==> config.mk <==
export PLATFORM = sky130hd
export DESIGN_NAME = lzw_front_flat
export DESIGN_NICKNAME = d
export VERILOG_FILES = /design/src/rtl/core/lzw_pkg.sv /design/src/rtl/core/lzw_if.sv /design/src/rtl/core/lzw_front.sv /design/src/flat_wrapper.sv
export SDC_FILE = /design/constraint.sdc
export NUM_CORES = 1
export LEC_CHECK = 0
export BUFFER_PORTS_ARGS = -buffer_cell sky130_fd_sc_hd__buf_4
export CORE_MARGIN = 5
export CORE_UTILIZATION = 49
export CTS_CLUSTER_DIAMETER = 30
export DETAILED_ROUTE_END_ITERATION = 16
export PLACE_DENSITY_LB_ADDON = 0.05
export SLEW_MARGIN = 20
export SYNTH_ARGS = -nofsm -noshare
export SYNTH_HDL_FRONTEND = slang
export SYNTH_SLANG_ARGS = --single-unit
==> constraint.sdc <==
create_clock -name i_clk -period 2.05 [get_ports i_clk]
set_input_delay 0.205 -clock i_clk [delete_from_list [all_inputs] [get_ports i_clk]]
set_output_delay 0.205 -clock i_clk [all_outputs]
set_load 0.02 [all_outputs]
==> src/rtl/core/lzw_pkg.sv <==
// Shared constants, types and the code packing function of the LZW encoder.
`default_nettype none
package lzw_pkg;
    localparam int HASH_ROWS   = 4096;
    localparam int ROW_W       = $clog2(HASH_ROWS);
    localparam int CAM_ENTRIES = 64;
    localparam int CAM_IDX_W   = (CAM_ENTRIES > 1) ? $clog2(CAM_ENTRIES) : 1;
    localparam int CAM_CNT_W   = $clog2(CAM_ENTRIES + 1);
    localparam int KEY_W       = 20;
    localparam int CODE_W      = 12;
    localparam int SLOT_W      = 1 + CODE_W + KEY_W;
    localparam int Q_DEPTH     = 2;
    localparam int Q_PTR_W     = $clog2(Q_DEPTH);

    localparam logic [31:0] HASH_SEED = 32'd524057;
    localparam logic [31:0] HASH_C1   = 32'hcc9e2d51;
    localparam logic [31:0] HASH_C2   = 32'h1b873593;
    localparam logic [31:0] HASH_C3   = 32'he6546b64;
    localparam logic [31:0] HASH_C4   = 32'h85ebca6b;
    localparam logic [31:0] HASH_C5   = 32'hc2b2ae35;
    localparam logic [CODE_W-1:0] FIRST_CODE = 12'd256;

    // One raw input word.
    typedef struct packed {
        logic [7:0] data_byte;
        logic       chunk_end;
    } t_item;

    // One packed output word.
    typedef struct packed {
        logic       dict_full;
        logic       stream_end;
        logic [7:0] packed_byte;
    } t_obyte;

    // Bytes produced by packing one code, and the packer state afterwards.
    typedef struct packed {
        logic [1:0] n;
        logic [7:0] b0;
        logic [7:0] b1;
        logic       phase;
        logic [3:0] held;
    } t_emit;

    // Packs one 12-bit code MSB first; a flush pads the last nibble.
    function automatic t_emit pack_code(input logic phase, input logic [3:0] held,
                                        input logic [CODE_W-1:0] code, input logic flush);
        t_emit e;
        if (!phase) begin
            e.b0 = code[11:4];
            if (flush) begin
                e.n     = 2'd2;
                e.b1    = {code[3:0], 4'h0};
                e.phase = 1'b0;
                e.held  = held;
            end else begin
                e.n     = 2'd1;
                e.b1    = 8'h00;
                e.phase = 1'b1;
                e.held  = code[3:0];
            end
        end else begin
            e.n     = 2'd2;
            e.b0    = {held, code[11:8]};
            e.b1    = code[7:0];
            e.phase = 1'b0;
            e.held  = 4'h0;
        end
        return e;
    endfunction
endpackage
`default_nettype wire

==> src/rtl/core/lzw_if.sv <==
// Valid/ready channel interfaces for input bytes and packed output bytes.
`default_nettype none
interface lzw_in_if;
    logic       valid;
    logic       ready;
    logic [7:0] data_byte;
    logic       chunk_end;
    modport source(output valid, output data_byte, output chunk_end, input ready);
    modport sink(input valid, input data_byte, input chunk_end, output ready);
endinterface

`default_nettype wire

==> src/rtl/core/lzw_front.sv <==
// Input side: a two-word queue that decouples the byte channel from the dictionary engine.
`default_nettype none
module lzw_front (
    input  wire logic           i_clk,
    input  wire logic           i_rst_n,
    lzw_in_if.sink              i_byte_in,
    output lzw_pkg::t_item      o_item,
    output logic                o_item_valid,
    input  wire logic           i_pop
);
    lzw_pkg::t_item               r_mem [lzw_pkg::Q_DEPTH];
    logic [lzw_pkg::Q_PTR_W-1:0]  r_wp, r_rp;
    logic [lzw_pkg::Q_PTR_W:0]    r_cnt;
    logic                         push, pop;

    assign i_byte_in.ready = (r_cnt != (lzw_pkg::Q_PTR_W + 1)'(lzw_pkg::Q_DEPTH));
    assign push            = i_byte_in.valid && i_byte_in.ready;
    assign pop             = i_pop && o_item_valid;
    assign o_item_valid    = (r_cnt != '0);
    assign o_item          = r_mem[r_rp];

    // Queue storage.
    always_ff @(posedge i_clk) begin
        if (push) begin
            r_mem[r_wp] <= '{data_byte: i_byte_in.data_byte, chunk_end: i_byte_in.chunk_end};
        end
    end

    // Pointers and fill level.
    always_ff @(posedge i_clk) begin
        if (!i_rst_n) begin
            r_wp  <= '0;
            r_rp  <= '0;
            r_cnt <= '0;
        end else begin
            if (push) r_wp <= r_wp + 1'b1;
            if (pop)  r_rp <= r_rp + 1'b1;
            if (push && !pop) r_cnt <= r_cnt + 1'b1;
            else if (pop && !push) r_cnt <= r_cnt - 1'b1;
        end
    end
endmodule
`default_nettype wire

==> src/flat_wrapper.sv <==
// flat-port wrapper written by rule: the top's interface ports become plain ports
module lzw_front_flat 
  (i_clk, i_rst_n, o_item, o_item_valid, i_pop, i_byte_in_valid, i_byte_in_data_byte, i_byte_in_chunk_end, i_byte_in_ready);
  lzw_in_if i_byte_in_i ();
  input  wire logic i_clk;
  input  wire logic i_rst_n;
  output lzw_pkg::t_item o_item;
  output logic o_item_valid;
  input  wire logic i_pop;
  input wire logic [$bits(i_byte_in_i.valid)-1:0] i_byte_in_valid;
  input wire logic [$bits(i_byte_in_i.data_byte)-1:0] i_byte_in_data_byte;
  input wire logic [$bits(i_byte_in_i.chunk_end)-1:0] i_byte_in_chunk_end;
  output wire logic [$bits(i_byte_in_i.ready)-1:0] i_byte_in_ready;
  assign i_byte_in_i.valid = i_byte_in_valid;
  assign i_byte_in_i.data_byte = i_byte_in_data_byte;
  assign i_byte_in_i.chunk_end = i_byte_in_chunk_end;
  assign i_byte_in_ready = i_byte_in_i.ready;
  lzw_front u_core (.i_clk(i_clk), .i_rst_n(i_rst_n), .i_byte_in(i_byte_in_i), .o_item(o_item), .o_item_valid(o_item_valid), .i_pop(i_pop));
endmodule
==> reports/qor.yml <==
final.setup.tns_ps: 0
syn_area_per_cell_um2: 16.6
ctsRootBufferMaster: "clkbuf_4"
hp-class: "in2reg"
skew_ps: 2.38
timing.setup.critical_path_class: "reg2out"
layout_min_cycle_time_ps: 1630
ctsHoldBuffers: 0
run_status: "completed"
dp_hpwl_um: 902
rsz0062_at_grt: "no"
first_global_vias: 463
vias: 487
globalRoute.totalOverflow: 0
grt_max_degree: 13
cp_max_fo: 9
required_ps: 1850
power_density_mw_per_mm2: 1190
clock_sink_count: 23
clock_insertion_delay_worst_skew_ps: 300
cts-buffers-inserted: 3
timing.max_slew.rel_slack: 0.716
synth-simple-area-share: 0.0653
max-vdd-ir-drop_mv: 0.742
cts-resized-gates: 0
drv.max_cap_violation_count: 0
die_y_um: 52.4
wire_per_inst_um: 11.8
effective_utilization_at_floorplan: 0.510
min_from: "i_byte_in_data_byte[0]"
dr.first_iter.drc_count: 7
grt_antenna_before_repair: 0
cts_tree: "done"
layout.cell_area.non_filler_mm2: 0.00111
timing_worst_slew_pin_value_ps: 426
grt_first_pass_wirelength_um: 1950
mappedNetlistArea_um2: 881
finalHoldViolCount: 0
antenna_cells_inserted: 0
synth_warnings: 0
critical_path.cell_chain: "mux2_2 -> buf_4"
timing.final.setup_violations: 0
crit-reg2reg-launch: "u_core.r_cnt[0]"
die-width_um: 52.4
critical-path-top-delay-family: "flip-flops"
synth-seq-area-share: 0.727
avgViaCountPerCell: 4.68
drtAntennaViolNets: 0
fmaxAchievable_mhz: 613
cp-start-kind: "flip-flop"
post_cts_buffers: 0
synth.lib_cells_used.distinct: 17
timing.critical_path.arrival_ps: 1430
clock_path_buffers: 2
port-buffer-count: 23
synth.area.mux_share: 0.115
final_min_period_over_clock_period: 0.796
final_net_count: 94
largest_family_of_logic_cells_by_synthesized_area: "multiplexers"
post_synthesis_compound_gate_area_fraction: 0.0341
drt_first_pass_iters: 2
total_leakage_power_nw: 0.438
clk_pin_slew_worst_paths_ps: 110
core_mm2: 0.00173
ctsHtreeMaxLevel: 1
grt.total_usage: 0.101
boundaryPins: 24
drcViolationCount: 0
area_growth_pct: 25.6
synthAdderAreaFrac: 0.0142
cp-end-kind: "output pin"
slowest_stage: "dfxtp_1"
timing.final.max_slew_violations: 0
design.die.area_mm2: 0.00275
mappedNetlistNets: 67
cp.buffers_inverters: 1
routed_wirelength_um: 1230
synth-xor-area-share: 0.0298
ys_seq_elements: 23
row_count: 15
slowest_delay_ps: 580
post_synth_inst_count: 53
postPlaceCellArea_mm2: 0.00108
gp_congestion: 0.676
layout-drive-gt1-share: 0.481
[sequential cells by signal, summed over array words and instances, names as in the netlist, named ones only]
signal,cells
u_core.r_rp,1
u_core.r_wp,1
u_core.r_mem,18
u_core.r_cnt,2
[worst register-to-register path: cells and delay by family, from the launching register on]
family	cells	cell delay, ps
AO/OA/AOI/OAI	2	470
flip-flops	1	370
AND/OR/NAND/NOR	1	370
adder cells (fa/ha/maj)	1	320
[worst paths after layout]
check	end	depth (start not counted)	slack (ps)
worst min register to register	flip-flop	2	520
worst max register to register	u_core.r_cnt[1]	4	460
worst max-delay path	o_item[8]	2	420
worst min-delay path	u_core.r_mem[0][1]	1	80
[power breakdown]
| group | switching, mW | internal [mW] |
|---|---|---|
| logic | 0.230 | 0.237 |
| clock network | 0.119 | 0.0758 |
| registers | 0.0595 | 0.591 |
| total | 0.408 | 0.903 |
[cells in the final DEF, fill, tap and decap left out, types with 2 or more instances in the layout]
cell,netlist,layout
edfxtp_1,18,18
nor2_1,3,3
o21ai_0,2,2
buf_4,0,23
inv_1,2,2
dfxtp_1,5,5
clkbuf_4,0,3
xor2_1,3,3
mux2_2,9,9
a21oi_1,2,2
[cell type report]
cell class,count,area (µm²)
inverter,2,7.51
sequential,23,641
multi-input combinational,27,228
timing repair buffer,23,173
fill,134,621
clock buffer,4,26.3
tap,25,31.3
[kinds of logic after synthesis]
kind of cell | count (synthesis)
flops | 23
mux | 9
xor+xnor | 3
buf+inv | 3
simple gates | 9
compound gates | 5
fa+ha+maj | 1
[Yosys cell counts, drive strengths merged]
cell    number  share of area
or2          1         0.0071
nand2b       1          0.016
o21ai        2          0.011
or3          1         0.0071
xor2         3          0.030
buf          1         0.0057
a21bo        1          0.011
a21oi        2          0.011
mux2         9           0.12
and2         1         0.0071
ha           1          0.014
inv          2         0.0085
nor2         3          0.013
dfxtp        5           0.11
edfxtp      18           0.61
and3         1         0.0071
nand3b       1         0.0085
[layer usage]
layer / GRT usage / share of wire
met1: 0.112 / 0.43
met2: 0.167 / 0.50
met3: 0.0370 / 0.057
met4: 0.0511 / 0.0089
met5: 0 / 0
[stage by stage]
stage                     power, mW   util  setup slack, ps  hold slack (ps)  instances
final                          1.31  0.641              418             80.3        104
after global routing           1.39  0.641              340             58.3        104
after CTS                      1.33  0.641              385             72.4        104
after detailed placement       1.13  0.625              491              393        100
after global placement         1.13  0.625              535              390        100
after floorplan               0.964      -              526              304         53
Note: power is estimated with default switching activity, not from simulation.
